File: config.mk
export PLATFORM = sky130hd
export DESIGN_NAME = cbsg_step
export DESIGN_NICKNAME = d
export VERILOG_FILES = /design/src/cbsg_pkg.sv /design/src/cbsg_step.sv
export SDC_FILE = /design/constraint.sdc
export NUM_CORES = 1
export LEC_CHECK = 0
export ABC_AREA = 1
export BUFFER_PORTS_ARGS = -buffer_cell sky130_fd_sc_hd__buf_4
export CORE_MARGIN = 2
export CORE_UTILIZATION = 50
export CTS_CLUSTER_DIAMETER = 150
export CTS_CLUSTER_SIZE = 25
export DETAILED_ROUTE_END_ITERATION = 12
export PLACE_DENSITY = 0.71
export SLEW_MARGIN = 20
export SYNTH_ARGS = -nofsm -noshare
export SYNTH_HDL_FRONTEND = slang
export SYNTH_SLANG_ARGS = --single-unit
File: constraint.sdc
create_clock -name i_clk -period 15.55 [get_ports i_clk]
set_input_delay 3.11 -clock i_clk [delete_from_list [all_inputs] [get_ports i_clk]]
set_output_delay 3.11 -clock i_clk [all_outputs]
set_load 0.05 [all_outputs]
File: src/cbsg_pkg.sv
package cbsg_pkg;

    localparam int STEP_COUNT_DEF = 50;
    localparam int IN_W  = 28;
    localparam int PT_W  = 32;
    localparam int QW    = 40;
    localparam int MAG_W = 34;
    localparam int RLO_W = 18;

    typedef struct packed {
        logic signed [IN_W-1:0] ctrl0_x;
        logic signed [IN_W-1:0] ctrl0_y;
        logic signed [IN_W-1:0] ctrl1_x;
        logic signed [IN_W-1:0] ctrl1_y;
        logic signed [IN_W-1:0] ctrl2_x;
        logic signed [IN_W-1:0] ctrl2_y;
        logic signed [IN_W-1:0] ctrl3_x;
        logic signed [IN_W-1:0] ctrl3_y;
    } t_in;

    typedef struct packed {
        logic signed [PT_W-1:0] seg_start_x;
        logic signed [PT_W-1:0] seg_start_y;
        logic signed [PT_W-1:0] seg_end_x;
        logic signed [PT_W-1:0] seg_end_y;
        logic                   last_segment;
    } t_out;

    typedef struct packed {
        logic [PT_W-1:0] p;
        logic [PT_W-1:0] d1;
        logic [PT_W-1:0] d2;
        logic [PT_W-1:0] d3;
    } t_axis;

endpackage

File: src/cbsg_step.sv
module cbsg_step
    import cbsg_pkg::*;
#(
    parameter int STEP_COUNT = STEP_COUNT_DEF
) (
    input  logic   i_clk,
    input  logic   i_rst_n,
    input  logic   i_valid,
    output logic   o_ready,
    input  t_axis  i_x,
    input  t_axis  i_y,
    output logic   o_valid,
    input  logic   i_ready,
    output t_out   o_data
);

    localparam int CW = $clog2(STEP_COUNT + 1);

    logic          r_busy;
    logic [CW-1:0] r_cnt;
    t_axis         r_x, r_y;
    logic          w_adv, w_last, w_load;

    assign w_adv   = r_busy && (!o_valid || i_ready);
    assign w_last  = (r_cnt == CW'(STEP_COUNT - 1));
    assign o_ready = !r_busy || (w_adv && w_last);
    assign w_load  = i_valid && o_ready;

    always_ff @(posedge i_clk) begin
        if (!i_rst_n) begin
            r_busy  <= 1'b0;
            r_cnt   <= '0;
            o_valid <= 1'b0;
        end else begin
            if (w_adv) begin
                o_valid <= 1'b1;
            end else if (i_ready) begin
                o_valid <= 1'b0;
            end
            if (w_load) begin
                r_busy <= 1'b1;
                r_cnt  <= '0;
            end else if (w_adv) begin
                r_cnt <= r_cnt + CW'(1);
                if (w_last) r_busy <= 1'b0;
            end
        end
    end

    always_ff @(posedge i_clk) begin
        if (w_adv) begin
            o_data.seg_start_x  <= r_x.p;
            o_data.seg_start_y  <= r_y.p;
            o_data.seg_end_x    <= r_x.p + r_x.d1;
            o_data.seg_end_y    <= r_y.p + r_y.d1;
            o_data.last_segment <= w_last;
        end
        if (w_load) begin
            r_x <= i_x;
            r_y <= i_y;
        end else if (w_adv) begin
            r_x.p  <= r_x.p + r_x.d1;
            r_y.p  <= r_y.p + r_y.d1;
            r_x.d1 <= r_x.d1 + r_x.d2;
            r_y.d1 <= r_y.d1 + r_y.d2;
            r_x.d2 <= r_x.d2 + r_x.d3;
            r_y.d2 <= r_y.d2 + r_y.d3;
        end
    end

    assert property (@(posedge i_clk) disable iff (!i_rst_n)
        o_valid && !i_ready |=> o_valid && $stable(o_data))
        else $error("output changed under stall");
    assert property (@(posedge i_clk) disable iff (!i_rst_n)
        r_busy |-> r_cnt < CW'(STEP_COUNT))
        else $error("step count overrun");
    assert property (@(posedge i_clk) disable iff (!i_rst_n)
        w_adv && r_cnt == CW'(STEP_COUNT - 1) |=> o_data.last_segment)
        else $error("last segment missing");

endmodule

==> results by group, run 1 <==
Global route
  – GRT Residual Overflow: 0
  – GRT Util Overall: 27.51%
  – First-pass GRT wire length: 126,200 um
  – Largest net degree at the start of global routing: 179
  – Vias in the first global route: 23,350
  – Initial antenna violation count: 2

STA
  – Slew HR: 31.47%
  – Min Tclk post-route: 7.745 ns
  – Total Negative Setup Slacks: 0 ns
  – Skew final: 0.02405 ns
  – Tcrit/Tclk final: 49.80%
  – RSZ-0062 raised after global routing: no
  – Final slew viol count: 0
  – Slew @ Worst Pin: 1.028 ns
  – Peak Freq: 129.1 MHz
  – Hold_ws: 0.4669 ns
  – Fin. Hold Viols: 0
  – Final setup fails: 0

Critical path
  – CP Cell Sequence: buf_4, inv_1, nand2_1, nand2_2, inv_4, nand2_1, nand2_2, buf_4
  – CP required: 12.44 ns
  – CP Capture Point: o_ready
  – Buffer and inverter count on the worst path: 4
  – Crit path max-delay family: buffers and inverters
  – Worst path max stage delay: 0.64 ns
  – CP Class: in2out
  – R2R cell count: 9
  – RR Startpoint: o_valid$_SDFFE_PN0P_
  – Crit end category: primary output
  – Slowest stage cell on the critical path: inv_4
  – Levels on crit path: 8
  – Startpoint types: input pin
  – Crit-path max FO: 73
  – CP arrival: 4.63 ns
  – Register-to-Register Setup Slack: 11.30 ns
  – Worst setup startpoint: i_ready
  – Critical R2R Capture: r_x[44]$_DFFE_PP_

Yosys
  – Number of synthesized flops with an enable pin: 385
  – Synth Instances: 3,983
  – Net count after synthesis: 4,437
  – Count of different cell masters after synthesis: 29
  – Synth Area per Inst: 7.123 um2
  – YS warnings: 0
  – Synth top area share: 40.75%
  – Area leader, netlist: edfxtp_1
  – Top cells by area, synth: edfxtp_1 41%, nand2_1 24%, inv_1 8.8%
  – Top cells by count, synth: 1,785 x nand2_1, 664 x inv_1, 385 x edfxtp_1, 285 x nand3_1, 243 x nor2_1
  – Synth Cell Area: 0.02837 mm2
  – Ys async rst share: 0%
  – Top FF cell, synth: edfxtp_1
  – Seq/Total Area, Yosys: 41.32%
  – Seq cells post-synth: 393
  – Most frequent cell after synthesis: nand2_1

Power
  – Leakage: 17.33 nW
  – Clock power frac: 8.8%
  – Sequential Power Share: 30.3%
  – NetSw: 3.270 mW
  – Switching Fraction: 49.85%
  – Power per standard cell area: 201.4 mW/mm2
  – Combinational share of power: 60.9%
  – Internal: 3.289 mW
  – IR drop worst, VDD: 110.5 uV

CTS
  – CTS resizes: 0
  – Sink Count: 393
  – CTS buffer count: 19
  – Clk_lat worst skew: 0.58 ns
  – Clock Root Buffer: clkbuf_16
  – # H-tree levels: 1
  – Post-CTS Setup Bufs: 0
  – CTS tree: done
  – Max clock buf depth: 3
  – Hold buffer count at cts: 0
  – CTS clk-pin slew, worst paths: 0.10 ns

Finish
  – Multi-input combinational cell area: 0.01386 mm2
  – Share of cells above drive strength 1: 10.41%
  – Area growth syn-to-layout: 14.77%
  – Final nets: 4,811
  – Register area: 0.01172 mm2
  – FILL cells: 5,427

Routing
  – Vias per inst: 4.971
  – 1st-iter DRT viols: 1,925
  – Vias: 25,450
  – DRT antenna net count: 0
  – Routed WL: 81,630 um
  – Residual DRC: 0
  – WL/cell: 15.94 um
  – Detailed Routing Iterations Pass 1: 6

Floorplan
  – Die area: 0.05866 mm2
  – Initial Utilization: 50.41%
  – IO Pins: 391
  – DIE WIDTH: 242.2 um
  – Die H: 242.2 um
  – Site Rows: 87
  – Core ar.: 0.05628 mm2

Run status
  – Outcome: completed

Placed design
  – Placer Congestion: 0.9461
  – PortBufs: 390
  – Detailed placement HPWL: 66,290 um

Hold path
  – Min-Delay Path Class: reg2reg

Flow run
  – Max Cap Violations: 0
==> routing by layer <==
metal	up-vias	track usage [%]	routed length (um)
met5	-	0	9
met4	2	8.533	2746
met3	89	2.880	5409
met2	764	40.64	33600
met1	11360	42.24	39860
li1	13230	-	-
==> area by class of cell <==
cell class | count | share of cell area, %
Antenna cell | 2 | 0.01537
Clock buffer | 23 | 1.506
Clock inverter | 3 | 0.1345
Inverter | 667 | 7.720
Multi-Input combinational cell | 2881 | 42.57
Sequential cell | 393 | 36.00
Tap cell | 756 | 2.905
Timing Repair Buffer | 395 | 9.146
==> per-stage QoR <==
step	std cells	setup slack, ns	total power, mW	util [%]	instance area, um2
5_1_grt	5119	7.581	7.158	57.85	32560
3_5_place_dp	5092	7.718	5.953	56.90	32020
6_report	5120	7.805	6.559	57.86	32560
3_3_place_gp	5092	7.734	5.897	56.90	32020
2_1_floorplan	3983	5.161	4.846	-	28370
4_1_cts	5118	7.719	6.541	57.85	32560
==> how the worst min path moves through the flow <==
stage / from / endpoint / slack (ns) / cells after the start
detailed placement: r_x[118]$_DFFE_PP_ / o_data[119]$_DFFE_PP_ / 0.44 / 0
finish: r_y[126]$_DFFE_PP_ / o_data[95]$_DFFE_PP_ / 0.47 / 0
global route: r_x[118]$_DFFE_PP_ / o_data[119]$_DFFE_PP_ / 0.47 / 0
global placement: r_x[115]$_DFFE_PP_ / o_data[116]$_DFFE_PP_ / 0.44 / 0
floorplan: r_x[99]$_DFFE_PP_ / o_data[100]$_DFFE_PP_ / 0.43 / 0
CTS: r_x[118]$_DFFE_PP_ / o_data[119]$_DFFE_PP_ / 0.47 / 0
==> layout by cell type, fill, tap and decap left out, drive strengths merged, types with 31 or more instances in the layout <==
master	instances
nor2	244
a21oi	127
nand3	285
and2	31
xnor2	32
buf	395
edfxtp	385
ha	188
nand2	1789
o21ai	35
xor2	32
inv	668
==> kinds of logic after synthesis <==
logic type / synth area share [%]
and+or+nand+nor: 34.68
DFF: 41.32
xor gates and xnor gates: 1.976
AOI/OAI and AO/OA: 3.414
adders and majority gates: 8.715
buffers and inverters: 9.897
==> flip-flops by register name, indices dropped and copies added, names as in the netlist <==
register and count:
r_cnt 6, r_busy 1, o_data 129, r_y 128, r_x 128, o_valid 1
==> worst register-to-register path: cells and delay by family (launching register included) <==
kind	cells	cell delay, ns
flip-flops	1	0.33
buffers and inverters	3	2.52
AO/OA/AOI/OAI	1	0.19
AND/OR/NAND/NOR	5	0.93
==> power by group through the flow <==
stage | clock [mW] | combinational (mW) | sequential (mW)
CTS | 0.594 | 3.97 | 1.97
global placement | 0 | 3.91 | 1.99
floorplan | 0 | 2.64 | 2.20
detailed placement | 0 | 3.96 | 2.00
global route | 0.621 | 4.53 | 2.01
finish | 0.578 | 4.00 | 1.99
(Power assumes the default switching activity.)
==> run 2, diff against run 1 <==
- ABC_AREA: 1 -> 0
- PLACE_DENSITY: 0.71 -> 0.72
- clock period: 15.55 -> 7.4 ns (I/O delays scaled with it)
==> results by group, run 2 <==
STA
  – Tcrit/Tclk final: 59.68%
  – Skew final: 0.01766 ns
  – Total Negative Setup Slacks: 0 ns
  – RSZ-0062 raised after global routing: no
  – Slew HR: 29.02%
  – Min Tclk post-route: 4.417 ns
  – Final slew viol count: 0
  – Hold_ws: 0.4626 ns
  – Slew @ Worst Pin: 1.050 ns
  – Peak Freq: 226.4 MHz
  – Fin. Hold Viols: 0
  – Final setup fails: 0

Routing
  – Vias per inst: 5.849
  – Vias: 18,180
  – Residual DRC: 0
  – Routed WL: 61,120 um
  – WL/cell: 19.66 um
  – Detailed Routing Iterations Pass 1: 8
  – DRT antenna net count: 0
  – 1st-iter DRT viols: 1,368

Global route
  – Initial antenna violation count: 5
  – Vias in the first global route: 17,650
  – GRT Residual Overflow: 0
  – First-pass GRT wire length: 92,380 um
  – Largest net degree at the start of global routing: 158
  – GRT Util Overall: 24.45%

Yosys
  – Top cells by area, synth: edfxtp_1 50%, ha_1 10%, a21oi_1 4.9%
  – Area leader, netlist: edfxtp_1
  – Count of different cell masters after synthesis: 68
  – Ys async rst share: 0%
  – Seq/Total Area, Yosys: 50.43%
  – Synth Instances: 2,148
  – Net count after synthesis: 2,602
  – Synth top area share: 49.74%
  – Number of synthesized flops with an enable pin: 385
  – Most frequent cell after synthesis: edfxtp_1
  – YS warnings: 0
  – Synth Cell Area: 0.02324 mm2
  – Top cells by count, synth: 385 x edfxtp_1, 273 x nand2_1, 226 x a21oi_1, 188 x ha_1, 148 x nor2_1
  – Top FF cell, synth: edfxtp_1
  – Synth Area per Inst: 10.82 um2
  – Seq cells post-synth: 393

Critical path
  – Crit end category: register
  – Startpoint types: register
  – CP Class: reg2reg
  – Crit-path max FO: 3
  – Worst path max stage delay: 0.88 ns
  – CP required: 7.67 ns
  – CP Cell Sequence: ha_1, fa_1, a211o_1, a2111oi_1, o21bai_1, nor4b_1, o31ai_1, a311o_1, a21oi_1, xor2_1, o21ai_0
  – Slowest stage cell on the critical path: nor4b_1
  – CP arrival: 4.68 ns

Placed design
  – Detailed placement HPWL: 46,440 um
  – PortBufs: 390
  – Placer Congestion: 0.9823

Floorplan
  – IO Pins: 391
  – Die area: 0.04822 mm2
  – Site Rows: 78
  – DIE WIDTH: 219.6 um
  – Initial Utilization: 50.88%
  – Die H: 219.6 um
  – Core ar.: 0.04567 mm2

Run status
  – Outcome: completed

CTS
  – Max clock buf depth: 3
  – CTS resizes: 0
  – # H-tree levels: 1
  – Clk_lat worst skew: 0.55 ns
  – CTS tree: done
  – Post-CTS Setup Bufs: 0
  – Clock Root Buffer: clkbuf_16
  – Sink Count: 393
  – CTS clk-pin slew, worst paths: 0.10 ns
  – CTS buffer count: 19
  – Hold buffer count at cts: 0

Finish
  – Most frequent cells in the layout: 397 x buf_4, 385 x edfxtp_1, 272 x nand2_1, 226 x a21oi_1, 188 x ha_1
  – Most common cell after layout, fill and taps aside: buf_4
  – Final nets: 2,953
  – Largest regs: o_data (129), r_x (128), r_y (128)
  – Fin util: 59.75%
  – Most flops, register: o_data
  – Share of cells above drive strength 1: 18.40%
  – Area growth syn-to-layout: 17.42%
  – Max reg flops: 129

Hold path
  – Min-Delay Path Class: reg2reg

Flow run
  – Max Cap Violations: 0

Power
  – Clock power frac: 8.4%
  – Switching Fraction: 45.00%
  – Power per standard cell area: 514.3 mW/mm2
  – Total power: 14.04 mW
  – NetSw: 6.316 mW
  – Combinational share of power: 60.7%
  – Internal: 7.720 mW
  – IR drop worst, VDD: 328.0 uV
  – Sequential Power Share: 30.9%
  – Leakage: 11.48 nW
-- run 2: through the flow --
stage                     cells  cell area, um2  setup WS, ns
after floorplan            2148           23240        0.8351
final                      3108           27290         2.983
after global routing       3108           27290         2.765
after CTS                  3105           27280         3.091
after detailed placement   3078           26760         2.464
after global placement     3078           26760         2.659
-- run 2: path summary, 6_finish.rpt --
kind                                         start                    end  slack [ns]  cells after the start
worst max-delay path             r_y[32]$_DFFE_PP_      r_y[94]$_DFFE_PP_        2.98                     11
worst min-delay path            r_x[109]$_DFFE_PP_  o_data[110]$_DFFE_PP_        0.46                      0
worst min register to register  r_x[109]$_DFFE_PP_  o_data[110]$_DFFE_PP_        0.46                      0
worst max register to register   r_y[32]$_DFFE_PP_      r_y[94]$_DFFE_PP_        2.98                     11
-- run 2: cells by family (layout without fill, tap and decap cells) --
| logic type | Yosys count | in the layout | synth area share [%] |
|---|---|---|---|
| multiplexers | 28 | 28 | 1.357 |
| XOR/XNOR | 182 | 182 | 6.859 |
| other | 0 | 3 | 0 |
| buffers and inverters | 106 | 463 | 1.723 |
| AND/OR/NAND/NOR | 590 | 590 | 11.20 |
| adder cells (fa/ha/maj) | 194 | 194 | 10.64 |
| flip-flops | 393 | 393 | 50.43 |
| AO/OA/AOI/OAI | 655 | 655 | 17.79 |
-- run 2: metal layers --
metal	GRT usage [%]	routed length, um	vias to the layer above
li1	-	-	8712
met1	31.62	25190	8624
met2	43.14	30010	736
met3	2.609	4108	102
met4	7.584	1780	4
met5	0	27	-
-- run 2: critical path, delay by kind of cell (launching register included) --
kind	cells	cell delay (ns)
AOI/OAI and AO/OA	7	1.99
xor gates and xnor gates	1	0.15
adders and majority gates	2	0.70
DFF	1	0.42
and+or+nand+nor	1	0.88
-- run 2: final cells by class --
type,instances,area [um2]
diodes,3,7.507
clock buffers,25,498.0
clock inverters,2,17.52
fillers,3794,18390
inverters,38,150.1
multi-input cells,1649,11140
flip-flops and latches,393,11720
well taps,600,750.7
repair buffers,398,3000
-- run 2: power groups by stage --
stage / clock network, mW / logic, mW / registers, mW
floorplan: 0 / 5.66 / 5.02
global placement: 0 / 8.15 / 4.35
detailed placement: 0 / 8.38 / 4.37
CTS: 1.21 / 8.43 / 4.33
global route: 1.27 / 9.38 / 4.40
finish: 1.18 / 8.52 / 4.33
